--- src/rtl/core/sha1_pkg.sv ---
package sha1_pkg;

    localparam logic [31:0] K0 = 32'h5A827999;
    localparam logic [31:0] K1 = 32'h6ED9EBA1;
    localparam logic [31:0] K2 = 32'h8F1BBCDC;
    localparam logic [31:0] K3 = 32'hCA62C1D6;

    localparam logic [7:0] PAD_FIRST_BYTE = 8'h80;
    localparam logic [5:0] LEN_POS = 6'd56;
    localparam logic [5:0] LAST_POS = 6'd63;
    localparam logic [6:0] LAST_ROUND = 7'd79;
    localparam logic [2:0] LAST_WORD_IDX = 3'd4;

    typedef struct packed {
        logic [31:0] a;
        logic [31:0] b;
        logic [31:0] c;
        logic [31:0] d;
        logic [31:0] e;
    } round_vars_t;

    typedef struct packed {
        logic       load_en;
        logic [7:0] load_byte;
        logic       step_en;
    } sched_ctrl_t;

    function automatic logic [31:0] iv_word(input logic [2:0] idx);
        logic [31:0] val;
        case (idx)
            3'd0:    val = 32'h67452301;
            3'd1:    val = 32'hEFCDAB89;
            3'd2:    val = 32'h98BADCFE;
            3'd3:    val = 32'h10325476;
            3'd4:    val = 32'hC3D2E1F0;
            default: val = 32'h0;
        endcase
        return val;
    endfunction

endpackage

--- src/rtl/core/sha1_sched.sv ---
module sha1_sched
    import sha1_pkg::*;
(
    input  logic        clk,
    input  sched_ctrl_t ctrl,
    output logic [31:0] w
);

    // the block buffer doubles as the rolling schedule window, word 0 on top
    logic [511:0] buf_reg;
    logic [511:0] buf_next;
    logic [31:0]  mix;

    assign w = buf_reg[511:480];

    always_comb
    begin
        mix = buf_reg[511:480] ^ buf_reg[447:416] ^ buf_reg[255:224] ^ buf_reg[95:64];
        buf_next = buf_reg;
        if (ctrl.load_en)
        begin
            buf_next = {buf_reg[503:0], ctrl.load_byte};
        end
        else if (ctrl.step_en)
        begin
            buf_next = {buf_reg[479:0], mix[30:0], mix[31]};
        end
    end

    always_ff @(posedge clk)
    begin
        buf_reg <= buf_next;
    end

endmodule

--- src/rtl/core/sha1_round.sv ---
module sha1_round
    import sha1_pkg::*;
(
    input  round_vars_t vars,
    input  logic [31:0] w,
    input  logic [6:0]  rnd,
    output round_vars_t vars_out
);

    logic [31:0] f;
    logic [31:0] k;

    always_comb
    begin
        if (rnd < 7'd20)
        begin
            f = (vars.b & vars.c) | (~vars.b & vars.d);
            k = K0;
        end
        else if (rnd < 7'd40)
        begin
            f = vars.b ^ vars.c ^ vars.d;
            k = K1;
        end
        else if (rnd < 7'd60)
        begin
            f = (vars.b & vars.c) | (vars.b & vars.d) | (vars.c & vars.d);
            k = K2;
        end
        else
        begin
            f = vars.b ^ vars.c ^ vars.d;
            k = K3;
        end
        vars_out.a = {vars.a[26:0], vars.a[31:27]} + f + vars.e + w + k;
        vars_out.b = vars.a;
        vars_out.c = {vars.b[1:0], vars.b[31:2]};
        vars_out.d = vars.c;
        vars_out.e = vars.d;
    end

endmodule

--- src/rtl/core/sha1_message_digest_core.sv ---
// one byte per transaction; a byte that fills a block starts its compression: the
// 80 rounds and then the chaining step, all on the shared round unit
// end of message: padding loads one byte a cycle up to the block end, then the 80 rounds
// and the chaining step; when the length does not fit, a second padded block is loaded
// and compressed the same way; then five digest words, one per cycle when taken
// input is held off while a block compresses, padding runs or the digest drains
// rst_n (async, active low) loads the initial hash and clears length, position and control
module sha1_message_digest_core
    import sha1_pkg::*;
(
    input  logic        clk,
    input  logic        rst_n,
    input  logic        s_tvalid,
    output logic        s_tready,
    input  logic [7:0]  s_tdata,   // [7:0] msg_byte
    input  logic [0:0]  s_tuser,   // [0] byte_valid
    input  logic        s_tlast,   // end_of_message
    output logic        m_tvalid,
    input  logic        m_tready,
    output logic [31:0] m_tdata,   // [31:0] digest_word
    output logic [2:0]  m_tuser,   // [2:0] word_index
    output logic        m_tlast    // last_word
);

    typedef enum logic [2:0] {
        ST_IDLE,
        ST_PAD,
        ST_ROUND,
        ST_ADD,
        ST_OUT
    } state_t;

    state_t      state_reg, state_next;
    logic [5:0]  pos_reg, pos_next;
    logic [63:0] bit_count_reg, bit_count_next;
    logic [63:0] len_sh_reg, len_sh_next;
    logic        mode_pad_reg, mode_pad_next;
    logic        first_pad_reg, first_pad_next;
    logic        len_blk_reg, len_blk_next;
    logic        done_len_reg, done_len_next;
    logic [6:0]  rnd_reg, rnd_next;
    round_vars_t vars_reg, vars_next;
    logic [31:0] chain_reg [5];
    logic [31:0] chain_next [5];
    logic [2:0]  out_idx_reg, out_idx_next;
    logic        m_tvalid_reg, m_tvalid_next;
    logic [31:0] m_tdata_reg, m_tdata_next;

    sched_ctrl_t sched_ctrl;
    logic [31:0] w;
    round_vars_t round_out;

    sha1_sched u_sched (
        .clk  (clk),
        .ctrl (sched_ctrl),
        .w    (w)
    );

    sha1_round u_round (
        .vars     (vars_reg),
        .w        (w),
        .rnd      (rnd_reg),
        .vars_out (round_out)
    );

    assign s_tready = (state_reg == ST_IDLE);
    assign m_tvalid = m_tvalid_reg;
    assign m_tdata  = m_tdata_reg;
    assign m_tuser  = out_idx_reg;
    assign m_tlast  = (out_idx_reg == LAST_WORD_IDX);

    always_comb
    begin
        logic [5:0]  pos_v;
        logic [63:0] bc_v;
        logic [31:0] sum [5];

        pos_v = pos_reg;
        bc_v  = bit_count_reg;
        sum[0] = chain_reg[0] + vars_reg.a;
        sum[1] = chain_reg[1] + vars_reg.b;
        sum[2] = chain_reg[2] + vars_reg.c;
        sum[3] = chain_reg[3] + vars_reg.d;
        sum[4] = chain_reg[4] + vars_reg.e;

        state_next     = state_reg;
        pos_next       = pos_reg;
        bit_count_next = bit_count_reg;
        len_sh_next    = len_sh_reg;
        mode_pad_next  = mode_pad_reg;
        first_pad_next = first_pad_reg;
        len_blk_next   = len_blk_reg;
        done_len_next  = done_len_reg;
        rnd_next       = rnd_reg;
        vars_next      = vars_reg;
        for (int i = 0; i < 5; i++)
        begin
            chain_next[i] = chain_reg[i];
        end
        out_idx_next  = out_idx_reg;
        m_tvalid_next = m_tvalid_reg;
        m_tdata_next  = m_tdata_reg;
        sched_ctrl    = '0;

        case (state_reg)
            ST_IDLE:
            begin
                if (s_tvalid)
                begin
                    if (s_tuser[0])
                    begin
                        sched_ctrl.load_en   = 1'b1;
                        sched_ctrl.load_byte = s_tdata;
                        bc_v  = bit_count_reg + 64'd8;
                        pos_v = pos_reg + 6'd1;
                    end
                    pos_next       = pos_v;
                    bit_count_next = bc_v;
                    mode_pad_next  = s_tlast;
                    first_pad_next = 1'b1;
                    len_blk_next   = (pos_v < LEN_POS);
                    len_sh_next    = bc_v;
                    done_len_next  = 1'b0;
                    if (s_tuser[0] && pos_reg == LAST_POS)
                    begin
                        state_next = ST_ROUND;
                        rnd_next   = '0;
                        vars_next  = '{chain_reg[0], chain_reg[1], chain_reg[2],
                                       chain_reg[3], chain_reg[4]};
                    end
                    else if (s_tlast)
                    begin
                        state_next = ST_PAD;
                    end
                end
            end
            ST_PAD:
            begin
                sched_ctrl.load_en = 1'b1;
                if (first_pad_reg)
                begin
                    sched_ctrl.load_byte = PAD_FIRST_BYTE;
                end
                else if (len_blk_reg && pos_reg >= LEN_POS)
                begin
                    // length goes out most significant byte first
                    sched_ctrl.load_byte = len_sh_reg[63:56];
                    len_sh_next = {len_sh_reg[55:0], 8'h00};
                end
                else
                begin
                    sched_ctrl.load_byte = 8'h00;
                end
                first_pad_next = 1'b0;
                pos_next = pos_reg + 6'd1;
                if (pos_reg == LAST_POS)
                begin
                    state_next = ST_ROUND;
                    rnd_next   = '0;
                    vars_next  = '{chain_reg[0], chain_reg[1], chain_reg[2],
                                   chain_reg[3], chain_reg[4]};
                    if (len_blk_reg)
                    begin
                        done_len_next = 1'b1;
                    end
                    else
                    begin
                        len_blk_next = 1'b1;
                    end
                end
            end
            ST_ROUND:
            begin
                sched_ctrl.step_en = 1'b1;
                vars_next = round_out;
                rnd_next  = rnd_reg + 7'd1;
                if (rnd_reg == LAST_ROUND)
                begin
                    state_next = ST_ADD;
                end
            end
            ST_ADD:
            begin
                for (int i = 0; i < 5; i++)
                begin
                    chain_next[i] = sum[i];
                end
                if (done_len_reg)
                begin
                    state_next    = ST_OUT;
                    m_tvalid_next = 1'b1;
                    m_tdata_next  = sum[0];
                    out_idx_next  = '0;
                end
                else if (mode_pad_reg)
                begin
                    state_next = ST_PAD;
                end
                else
                begin
                    state_next = ST_IDLE;
                end
            end
            ST_OUT:
            begin
                if (m_tready)
                begin
                    if (out_idx_reg == LAST_WORD_IDX)
                    begin
                        // digest delivered, start a fresh message
                        m_tvalid_next  = 1'b0;
                        state_next     = ST_IDLE;
                        pos_next       = '0;
                        bit_count_next = '0;
                        mode_pad_next  = 1'b0;
                        done_len_next  = 1'b0;
                        for (int i = 0; i < 5; i++)
                        begin
                            chain_next[i] = iv_word(3'(i));
                        end
                    end
                    else
                    begin
                        out_idx_next = out_idx_reg + 3'd1;
                        m_tdata_next = chain_reg[out_idx_reg + 3'd1];
                    end
                end
            end
            default:
            begin
                state_next = ST_IDLE;
            end
        endcase
    end

    always_ff @(posedge clk or negedge rst_n)
    begin
        if (!rst_n)
        begin
            state_reg     <= ST_IDLE;
            pos_reg       <= '0;
            bit_count_reg <= '0;
            mode_pad_reg  <= 1'b0;
            first_pad_reg <= 1'b0;
            len_blk_reg   <= 1'b0;
            done_len_reg  <= 1'b0;
            rnd_reg       <= '0;
            out_idx_reg   <= '0;
            m_tvalid_reg  <= 1'b0;
            for (int i = 0; i < 5; i++)
            begin
                chain_reg[i] <= iv_word(3'(i));
            end
        end
        else
        begin
            state_reg     <= state_next;
            pos_reg       <= pos_next;
            bit_count_reg <= bit_count_next;
            mode_pad_reg  <= mode_pad_next;
            first_pad_reg <= first_pad_next;
            len_blk_reg   <= len_blk_next;
            done_len_reg  <= done_len_next;
            rnd_reg       <= rnd_next;
            out_idx_reg   <= out_idx_next;
            m_tvalid_reg  <= m_tvalid_next;
            for (int i = 0; i < 5; i++)
            begin
                chain_reg[i] <= chain_next[i];
            end
        end
    end

    always_ff @(posedge clk)
    begin
        len_sh_reg  <= len_sh_next;
        vars_reg    <= vars_next;
        m_tdata_reg <= m_tdata_next;
    end

endmodule

--- config.mk ---
export PLATFORM = sky130hd
export DESIGN_NAME = sha1_message_digest_core
export DESIGN_NICKNAME = d
export VERILOG_FILES = /design/src/rtl/core/sha1_pkg.sv /design/src/rtl/core/sha1_sched.sv /design/src/rtl/core/sha1_round.sv /design/src/rtl/core/sha1_message_digest_core.sv
export SDC_FILE = /design/constraint.sdc
export NUM_CORES = 2
export LEC_CHECK = 0
export ABC_AREA = 1
export BUFFER_PORTS_ARGS = -buffer_cell sky130_fd_sc_hd__buf_2
export CORE_AREA = 2 2 309 540
export CTS_BUF_LIST = sky130_fd_sc_hd__clkbuf_16
export DETAILED_ROUTE_END_ITERATION = 6
export DIE_AREA = 0 0 311 542
export SLEW_MARGIN = 20
export SYNTH_ARGS = -nofsm -noshare
export SYNTH_HDL_FRONTEND = slang
export SYNTH_HIERARCHICAL = 1
export SYNTH_SLANG_ARGS = --single-unit
--- constraint.sdc ---
create_clock -name clk -period 14.9 [get_ports clk]
set_input_delay 1.49 -clock clk [delete_from_list [all_inputs] [get_ports clk]]
set_output_delay 1.49 -clock clk [all_outputs]
set_load 0.02 [all_outputs]
==> flow_results.org <==
** Outcome
- Run status :: completed

** Floorplanning
- The floorplan has 197 rows.
- Die Y :: 542 µm
- Horiz. Die Dim :: 311 µm
- The core region is 164000 µm².
- 52 I/O pins were placed.
- Floorplan die area :: 169000 µm²
- Starting utilization of the core area :: 0.398

** Layout
- The layout has 16.8k filler cells.
- Sequential cell area :: 29200 µm²
- Nets@finish :: 8617
- Max reg flops :: 512
- In the final layout, the share of cells above drive strength 1 is 0.0551.
- Total area of multi-input combinational cells :: 29300 µm²
- The area growth from synthesis to layout is 6.68%.

** STA
- Max Fclk :: 0.168 GHz
- The final count of pins violating max slew came to 0.
- At the pin with the least slew margin, the transition time is 1210 ps.
- Worst clock skew on the final layout :: 58.2 ps
- Final period demand of the worst path :: 5950 ps
- Dividing the final minimum period by the clock period gives 0.399.
- Hold violation count in the final report :: 0
- Worst slew margin :: 0.185
- Setup repair after global routing left no endpoint under its margin.
- Summed over all failing endpoints, the final setup total negative slack is 0 ps.
- Final setup vio count :: 0

** Worst setup path
- At the worst endpoint, the required time is 15280 ps.
- The setup path with the least slack is of type flip-flop to flip-flop.
- Data arrival time at the worst-slack endpoint :: 6330 ps
- Worst setup EP type :: flip-flop
- Critical-path maximum fanout :: 169
- Setup crit start kind :: flip-flop

** CTS
- In this run the clock root is driven by a sky130_fd_sc_hd__clkbuf_16.
- Counting every sink on the clock net gives 1010.
- Counting the buffers created by CTS gives 102.
- Clock latency on the worst-skew pair :: 790 ps
- Buffer depth of the longest clock path :: 3
- CTS built an H-tree with a depth of 3.
- Number of buffers inserted by post-CTS setup repair :: 0
- Buffers inserted to repair hold after CTS numbered 0.
- Resized Gates After CTS :: 0
- TritonCTS clock tree :: built
- Clock-pin transition on the worst setup and hold timing paths :: 70 ps

** Global routing
- The total overflow left after global routing is 0.
- First-pass GRT wire length :: 364000 µm
- The via count of the first global-routing pass is 55.6k.
- Maximum number of pins on one net before global-route repair :: 236
- GRT Total Usage :: 0.296
- The initial antenna violation count is 7.

** Synthesis
- After synthesis the netlist holds a flip-flop and latch count of 1010.
- Synthesis produced 8477 cells.
- Yosys top cell by area :: sky130_fd_sc_hd__edfxtp_1
- Sequential share of the synthesized area :: 0.446
- Synth top area cells :: sky130_fd_sc_hd__edfxtp_1 35%, sky130_fd_sc_hd__nand2_1 19%, sky130_fd_sc_hd__inv_1 6.5%
- Post-synthesis area per instance :: 7.72 µm²
- Share of async-settable or async-resettable flops after synthesis :: 0.243
- Area of the mapped netlist :: 65400 µm²
- Syn nets :: 8815
- The share of synthesized area in the top cell type comes to 0.351.
- Most repeated cell in the gate-level netlist after synthesis :: sky130_fd_sc_hd__nand2_1
- Count of flip-flops with a built-in enable after synthesis :: 765
- Most common library cells after synthesis :: 3373 x sky130_fd_sc_hd__nand2_1, 1131 x sky130_fd_sc_hd__inv_1, 765 x sky130_fd_sc_hd__edfxtp_1, 491 x sky130_fd_sc_hd__o21ai_0, 456 x sky130_fd_sc_hd__nor2_1
- Warning count from the yosys run :: 6
- In this run, distinct cell masters in the synthesized netlist total 65.
- In the synthesized netlist the dominant register cell turns out to be sky130_fd_sc_hd__edfxtp_1.

** Drt
- Drt first pass iters :: 7
- Dividing the detail-routed wire length by the instance count gives 23.9 µm.
- The detail route stage leaves a number of antenna-violating nets equal to 0.
- In the final routing, the length of wire on met1 measures 80800 µm.
- The detailed router finished its first iteration with 4587 violations.
- DR top layer :: met5
- The routed design uses 12700 µm of met3 wire.
- Average vias per placed instance :: 5.25
- Routed length on met2 :: 129000 µm
- DRC violations left :: 0
- Across all layers, the routed design uses 55.4k vias.
- Wires add up to 252000 µm.

** Worst hold path
- Worst hold path type :: flip-flop to flip-flop

** Placed design
- In this run the tool buffered the top-level ports with 51 buffer cells.
- Final estimated routing congestion in global placement :: 1.08
- Estimated wirelength of the detail-placed design :: 194000 µm

** Flow run
- MaxCap Viol Count :: 0
[worst paths after layout]
path | startpoint | end | slack, ps | depth (start not counted)
min in group asynchronous | rst_n | bit_count_reg[5] | 730 | 1
worst min-delay path | chain_reg[141] | chain_reg[141] | 490 | 2
max in group asynchronous | rst_n | chain_reg[0] | 11260 | 4
worst max register to register | state_reg[2] | u_sched/buf_reg[212] | 8950 | 13
worst max-delay path | state_reg[2] | u_sched/buf_reg[212] | 8950 | 13
worst min register to register | chain_reg[141] | chain_reg[141] | 490 | 2
[per-layer routing]
metal / vias to the layer above / global-route usage
met3: 843 / 0.0504
met4: 8 / 0.295
met2: 1803 / 0.539
met1: 26300 / 0.273
met5: - / 0
li1: 26400 / -
[stage by stage]
stage,area (µm²),hold slack (ps),util,worst slack (ps),cells
after CTS,69700,494,0.425,9060,10600
after global routing,69800,513,0.425,8630,10600
after detailed placement,66400,484,0.404,8500,10400
after global placement,66400,479,0.404,8550,10400
final,69800,493,0.425,8950,10600
after floorplan,65400,462,-,5780,8477
[logic make-up (layout without fill, tap and decap cells)]
group | after synthesis | after routing | share of synthesized area
other cells | 0 | 7 | 0
xor+xnor | 120 | 120 | 0.0161
fa+ha+maj | 324 | 324 | 0.0763
mux | 1 | 1 | 0.000172
simple gates | 4437 | 4437 | 0.272
compound gates | 993 | 993 | 0.0826
flops | 1010 | 1010 | 0.446
buf+inv | 1592 | 1481 | 0.107
[cells in the final DEF, fill, tap and decap left out, types with 7 or more instances in the layout]
master / count
sky130_fd_sc_hd__o21ai_0: 491
sky130_fd_sc_hd__diode_2: 7
sky130_fd_sc_hd__clkinv_1: 22
sky130_fd_sc_hd__edfxtp_1: 765
sky130_fd_sc_hd__o21bai_1: 25
sky130_fd_sc_hd__nor3_2: 9
sky130_fd_sc_hd__a21oi_1: 256
sky130_fd_sc_hd__fa_1: 125
sky130_fd_sc_hd__nand4_1: 44
sky130_fd_sc_hd__or2_2: 10
sky130_fd_sc_hd__nor2_2: 18
sky130_fd_sc_hd__o21a_1: 9
sky130_fd_sc_hd__buf_2: 50
sky130_fd_sc_hd__nand2_2: 9
sky130_fd_sc_hd__nand2_1: 3372
sky130_fd_sc_hd__ha_1: 199
sky130_fd_sc_hd__clkbuf_16: 103
sky130_fd_sc_hd__bufinv_16: 10
sky130_fd_sc_hd__a221oi_1: 7
sky130_fd_sc_hd__nand3b_1: 21
sky130_fd_sc_hd__a21o_1: 10
sky130_fd_sc_hd__xnor2_1: 43
sky130_fd_sc_hd__o211ai_1: 18
sky130_fd_sc_hd__nand3_1: 390
sky130_fd_sc_hd__o21ai_1: 64
sky130_fd_sc_hd__clkinvlp_4: 7
sky130_fd_sc_hd__clkinv_2: 19
sky130_fd_sc_hd__inv_1: 1149
sky130_fd_sc_hd__nor2_1: 455
sky130_fd_sc_hd__nor3_1: 71
sky130_fd_sc_hd__buf_4: 53
sky130_fd_sc_hd__o22ai_1: 64
sky130_fd_sc_hd__dfstp_2: 80
sky130_fd_sc_hd__a211oi_1: 7
sky130_fd_sc_hd__inv_2: 46
sky130_fd_sc_hd__xor2_1: 77
sky130_fd_sc_hd__dfrtp_1: 164
[critical path, cell delays in order (launching register included)]
cell and delay [ps]:
sky130_fd_sc_hd__dfrtp_1 450, sky130_fd_sc_hd__inv_2 120, sky130_fd_sc_hd__nand2_1 160, sky130_fd_sc_hd__nor2_2 260, sky130_fd_sc_hd__inv_2 100, sky130_fd_sc_hd__nor2_2 90
sky130_fd_sc_hd__buf_4 450, sky130_fd_sc_hd__inv_2 400, sky130_fd_sc_hd__nor2_4 270, sky130_fd_sc_hd__nor2_1 140, sky130_fd_sc_hd__inv_8 440, sky130_fd_sc_hd__or2_4 680
sky130_fd_sc_hd__buf_12 710, sky130_fd_sc_hd__buf_4 920
[final cells by class]
| type | count | area share |
|---|---|---|
| flip-flops and latches | 1010 | 0.419 |
| diodes | 7 | 0.000251 |
| repair buffers | 108 | 0.0108 |
| clock buffers | 103 | 0.0369 |
| multi-input cells | 5875 | 0.419 |
| clock inverters | 88 | 0.0112 |
| inverters | 1182 | 0.0639 |
| well taps | 2189 | 0.0392 |
Power is not shown: default switching activity piles up to over one toggle a cycle in this logic, so the estimate is an artifact.
